==> src/design/dis_pkg.sv <==
`timescale 1ns / 1ps
// ----------------------------------------------------------------------------
// Interval set package
// Shared sizes, status codes, word types and controller/datapath links.
// ----------------------------------------------------------------------------
package dis_pkg;

    localparam int MaxIntervals = 64;
    localparam int ValueBits    = 16;
    localparam int CountBits    = $clog2(MaxIntervals + 1);

    localparam logic       OP_ADD  = 1'b0;
    localparam logic       OP_LIST = 1'b1;

    localparam logic [2:0] ST_LISTED  = 3'd0;
    localparam logic [2:0] ST_ADDED   = 3'd1;
    localparam logic [2:0] ST_COVERED = 3'd2;
    localparam logic [2:0] ST_FULL    = 3'd3;
    localparam logic [2:0] ST_EMPTY   = 3'd4;

    typedef enum logic [1:0] {
        S_IDLE,
        S_CMP,
        S_UPD,
        S_LIST
    } t_state;

    typedef struct packed {
        logic                 operation;
        logic [ValueBits-1:0] value;
    } t_in_word;

    typedef struct packed {
        logic [ValueBits-1:0] range_start;
        logic [ValueBits-1:0] range_end;
        logic [2:0]           status;
        logic                 last;
    } t_out_word;

    typedef struct packed {
        logic load;
        logic upd;
        logic list_step;
        logic list_empty;
    } t_cmd;

    typedef struct packed {
        logic count_zero;
        logic list_done;
    } t_stat;

endpackage

==> src/design/dis_ctrl.sv <==
`timescale 1ns / 1ps
// ----------------------------------------------------------------------------
// Interval set controller
// Sequences compare, update and listing steps of the datapath.
// ----------------------------------------------------------------------------
module dis_ctrl (
    input  logic           i_clk,
    input  logic           i_rst_n,
    input  logic           i_start,
    input  logic           i_operation,
    input  dis_pkg::t_stat i_stat,
    output dis_pkg::t_cmd  o_cmd,
    output logic           o_busy
);

    dis_pkg::t_state r_state, n_state;

    always_ff @(posedge i_clk) begin
        if (!i_rst_n) begin
            r_state <= dis_pkg::S_IDLE;
        end else begin
            r_state <= n_state;
        end
    end

    always_comb begin
        n_state = r_state;
        unique case (r_state)
            dis_pkg::S_IDLE: begin
                if (i_start) begin
                    if (i_operation == dis_pkg::OP_ADD) begin
                        n_state = dis_pkg::S_CMP;
                    end else if (!i_stat.count_zero) begin
                        n_state = dis_pkg::S_LIST;
                    end
                end
            end
            dis_pkg::S_CMP: n_state = dis_pkg::S_UPD;
            dis_pkg::S_UPD: n_state = dis_pkg::S_IDLE;
            dis_pkg::S_LIST: begin
                if (i_stat.list_done) begin
                    n_state = dis_pkg::S_IDLE;
                end
            end
            default: n_state = dis_pkg::S_IDLE;
        endcase
    end

    always_comb begin
        o_cmd  = '0;
        o_busy = 1'b1;
        unique case (r_state)
            dis_pkg::S_IDLE: begin
                o_busy     = 1'b0;
                o_cmd.load = i_start && (i_operation == dis_pkg::OP_ADD);
                o_cmd.list_empty = i_start && (i_operation == dis_pkg::OP_LIST)
                                   && i_stat.count_zero;
            end
            dis_pkg::S_CMP:  o_cmd = '0;
            dis_pkg::S_UPD:  o_cmd.upd = 1'b1;
            dis_pkg::S_LIST: o_cmd.list_step = 1'b1;
            default:         o_cmd = '0;
        endcase
    end

endmodule

==> config.mk <==
export PLATFORM = sky130hd
export DESIGN_NAME = dis_ctrl
export DESIGN_NICKNAME = d
export VERILOG_FILES = /design/src/design/dis_pkg.sv /design/src/design/dis_ctrl.sv
export SDC_FILE = /design/constraint.sdc
export NUM_CORES = 1
export LEC_CHECK = 0
export ABC_CLOCK_PERIOD_IN_PS = 1030
export BUFFER_PORTS_ARGS = -buffer_cell sky130_fd_sc_hd__buf_2
export CAP_MARGIN = 20
export CORE_AREA = 10 10 47 49
export DETAILED_ROUTE_END_ITERATION = 6
export DIE_AREA = 0 0 57 59
export GPL_TIMING_DRIVEN = 0
export SLEW_MARGIN = 20
export SYNTH_ARGS = -nofsm -noshare
export SYNTH_HDL_FRONTEND = slang
export SYNTH_SLANG_ARGS = --single-unit
==> constraint.sdc <==
create_clock -name i_clk -period 1.03 [get_ports i_clk]
set_clock_uncertainty 0.1 [all_clocks]
set_input_delay 0.0515 -clock i_clk [delete_from_list [all_inputs] [get_ports i_clk]]
set_output_delay 0.0515 -clock i_clk [all_outputs]
set_load 0.02 [all_outputs]
; ---- After elaboration in Yosys (flattened, before gate mapping)
; Cells that the tools add are included.
[word_totals]
output_inout_bits = 5
regBits = 2
latchBits = 0
elab_cells = 23
input_bits = 6
rom_bits = 0
memories = 0
ramBits = 0
[op_classes]
div_mod_pow = 0
mux = 10
n_addsub = 0
shift = 0
n_reduce_logical = 5
eq_ne = 6
mul = 0
n_bitwise = 1
n_lt_le_gt_ge = 0
[ops]
columns = op, n
row1 = 2-to-1 mux 2 bit, 4
row2 = case mux 2 bit (4 select lines), 1
row3 = 2-to-1 mux 1 bit, 5
row4 = "equality test 2 bit, second input constant", 2
row5 = "inequality test 2 bit, second input constant", 2
row6 = logical AND 1 bit, 3
row7 = "inequality test 3 bit, second input constant", 1
row8 = AND reduction 3 bit, 1
row9 = "equality test 2 x 1 -> 1 bit, second input constant", 1
row10 = zero test 2 bit, 1
row11 = inverter 1 bit, 1

; ---- Logic depth before layout (Yosys ltp)
[logic_depth]
ltp_word = 4
depth_mapped = 2
depth_no_buf = 2

; ---- Worst setup path before layout
; OpenSTA, ideal clock, no wires.
[synth_timing]
kind = reg2out
startpoint = register r_state[1]
endpoint = output o_cmd[0] (netlist bit)
n_path_buf = 0
stages_incl_launch_ff = 3
required_ps = 878
slack_ps = -115
arrival_ps = 994
path_cell_list = dfxtp_1 or3b_1 nor2_1
[synth_lines]
columns = item, line_no
row1 = start: declaration, dis_ctrl.sv:16  ; dis_pkg::t_state r_state, n_state;
row2 = start signal: assignment, dis_ctrl.sv:20  ; r_state <= dis_pkg::S_IDLE;
row3 = start signal: assignment, dis_ctrl.sv:22  ; r_state <= n_state;
row4 = end: declaration, dis_ctrl.sv:12  ; output dis_pkg::t_cmd o_cmd,

==> flow_metrics.py <==
metrics = {
    "worst_setup_path": {
        "worstPathRequired_ns": 0.88,
        "path_max_fanout": 2,
        "cp-start-kind": "flop",
        "reg2reg_depth": 5,
        "crit_type": "reg2out",
        "arrival_ns": 1.19,
        "cp-end-kind": "output pin",
        "r2r_slack_ns": -0.13,
    },
    "die": {
        "dieArea_um2": 3360,
        "ios": 11,
        "die_h_um": 59,
        "rows": 14,
        "fp.dieW_um": 57,
        "start_util_pct": 9.29,
        "core_area_um2": 1400,
    },
    "clock_network": {
        "clk_latency_ns": 0.22,
        "clock-sinks": 2,
        "clkTransAtPathRegs_ns": 0.03,
        "cts_buffers": 3,
        "cts_root_buffer": "clkbuf_4",
        "htreeDepth": 1,
        "tritoncts": "done",
        "clk_path_buf_depth": 2,
    },
    "placed_design": {
        "gp_congestion": 0.616,
        "dp_hpwl_um": 365,
        "pre_cts_slack_ns": -0.152,
        "io_buffer_count": 10,
    },
    "route": {
        "wirelength_um": 567,
        "drt_iter0_drc": 0,
        "wl_per_cell_um": 11.1,
        "avgViaCountPerCell": 3.82,
        "vias": 195,
        "drt_pass1_iterations": 1,
        "ant_nets": 0,
        "drc": 0,
    },
    "sta": {
        "max_clock_freq_mhz": 748,
        "final_hold_viol_count": 0,
        "timing.final.crit_share_pct": 130,
        "rsz0062_at_grt": "true",
        "min_period_ns": 1.34,
        "relSlewSlack_pct": 85.0,
        "final.setup.worst_slack_ns": -0.308,
        "finalMaxSlewViolations": 0,
        "final-setup-viol-count": 7,
        "worst_pin_slew_ns": 0.225,
    },
    "synth": {
        "syn_area_um2": 130,
        "yosysSeqAreaShare_pct": 30.8,
        "synthAdderAreaFrac_pct": 0,
        "syn_inst": 16,
        "ys_ff_latch": 2,
        "yosysUniqueCellTypes": 13,
        "synth_top_family_by_area": "simple AND/OR/NAND/NOR gates",
        "synth-simple-area-share_pct": 40.4,
        "yosys-mux-area-fraction_pct": 0,
        "synth_compound_area_share_pct": 26.0,
        "synthXorXnorAreaFrac_pct": 0,
        "yosysWarnings": 0,
        "syn-num-nets": 22,
        "syn_avg_cell_area_um2": 8.13,
    },
    "grt": {
        "grt_pass1_vias": 217,
        "track_usage_pct": 3.46,
        "grt_overflow": 0,
        "grt_max_degree": 7,
        "grt_pass1_wl_um": 821,
        "antenna_found_initial": 0,
    },
    "worst_hold_path": {
        "hold_path_class": "in2reg",
        "hold_path_depth": 3,
    },
    "finish": {
        "syn2layout_area_growth_pct": 157,
        "regMostFlops": "r_state",
        "largest_reg_flops": 2,
        "antenna_cells": 0,
        "nNetsFinal": 43,
        "drive_gt1_share_pct": 68.6,
        "reg.largest.list": "r_state x2",
    },
    "run_status": {
        "outcome": "finished with violations",
        "violations": "negative setup slack",
    },
    "job": {
        "maxCapViolCount": 0,
    },
    "power": {
        "peakVddDrop_v": 0.000204,
        "power.total_mw": 0.392,
        "cellPowerDensity_nw_per_um2": 1170,
        "power_leakage_nw": 0.165,
    },
}
[worst max-delay path, stage by stage (launching register included)]
cell and delay [ns]:
dfxtp_4 0.33, or3b_4 0.42, nor2_4 0.10, buf_6 0.12
[repair_timing]
action,in CTS,in global routing
hold endpoints to repair,2,0
buffers inserted,1,3
resized for setup,11,4
pin swaps,3,2
endpoints found under the setup margin,4,6
hold buffers,2,0
[per-layer routing]
| layer | vias up | wire length (um) | global-route usage [%] |
|---|---|---|---|
| met3 | 2 | 65 | 2.58 |
| met4 | 0 | 17 | 5.03 |
| li1 | 98 | - | - |
| met2 | 7 | 341 | 5.58 |
| met1 | 88 | 143 | 2.02 |
| met5 | - | 0 | 0 |
[cells by family (layout without fill, tap and decap cells)]
| family | after synthesis | after routing |
|---|---|---|
| AO/OA/AOI/OAI | 4 | 4 |
| AND/OR/NAND/NOR | 9 | 9 |
| flip-flops | 2 | 2 |
| buffers and inverters | 1 | 20 |
[through the flow]
stage / cell area [um^2] / cells / utilization [%] / hold WS [ns] / TNS, ns
CTS: 302 / 48 / 21.5 / 0.000526 / -1.03
global route: 334 / 51 / 23.8 / 0.00950 / -1.72
detailed placement: 219 / 42 / 15.6 / 0.232 / -0.303
finish: 334 / 51 / 23.8 / 0.00970 / -1.40
global placement: 219 / 42 / 15.6 / 0.228 / -0.295
floorplan: 149 / 16 / - / 0.0308 / -0.0620
[power breakdown]
| group | internal, mW | total (mW) | switching [mW] | leakage, nW |
|---|---|---|---|---|
| Sequential | 0.0837 | 0.0903 | 0.00657 | 0.0175 |
| Clock | 0.128 | 0.171 | 0.0423 | 0.0138 |
| Combinational | 0.0721 | 0.131 | 0.0593 | 0.133 |
| Total | 0.284 | 0.392 | 0.108 | 0.165 |
[layout by cell type, fill, tap and decap left out]
master and n:
a21bo_1 1, a221oi_1 1, a41o_1 1, and2_1 1, and4b_1 1, buf_2 5
buf_4 4, buf_6 5, clkbuf_4 3, dfxtp_2 1, dfxtp_4 1, dlygate4sd3_1 2
inv_2 1, nand2_1 1, nand2b_1 1, nor2_4 3, nor2b_1 1, o21ai_0 1
or3b_4 1
[Yosys cell counts]
cell | count | area [um^2]
a21bo_1 | 1 | 10.0
a221oi_1 | 1 | 8.76
a41o_1 | 1 | 10.0
and2_1 | 1 | 6.26
and4b_1 | 1 | 10.0
dfxtp_1 | 2 | 40.0
inv_1 | 1 | 3.75
nand2_1 | 1 | 3.75
nand2b_1 | 1 | 6.26
nor2_1 | 3 | 11.3
nor2b_1 | 1 | 6.26
o21ai_0 | 1 | 5.00
or3b_1 | 1 | 8.76
[final timing paths]
| path | endpoint | startpoint |
|---|---|---|
| max | o_cmd[3] | r_state[0]$_SDFFE_PN0P_ |
| min | r_state[1]$_SDFFE_PN0P_ | i_stat[0] |
| max reg2reg | r_state[1]$_SDFFE_PN0P_ | r_state[0]$_SDFFE_PN0P_ |
| min reg2reg | r_state[1]$_SDFFE_PN0P_ | r_state[1]$_SDFFE_PN0P_ |
[final cells by class]
| class | instances | area [um^2] |
|---|---|---|
| Timing Repair Buffer | 16 | 131 |
| Multi-Input combinational cell | 13 | 111 |
| Sequential cell | 2 | 45.0 |
| Clock buffer | 3 | 22.5 |
| Inverter | 1 | 3.75 |
| Fill cell | 158 | 1070 |
| Tap cell | 16 | 20.0 |
(Power assumes the default switching activity.)
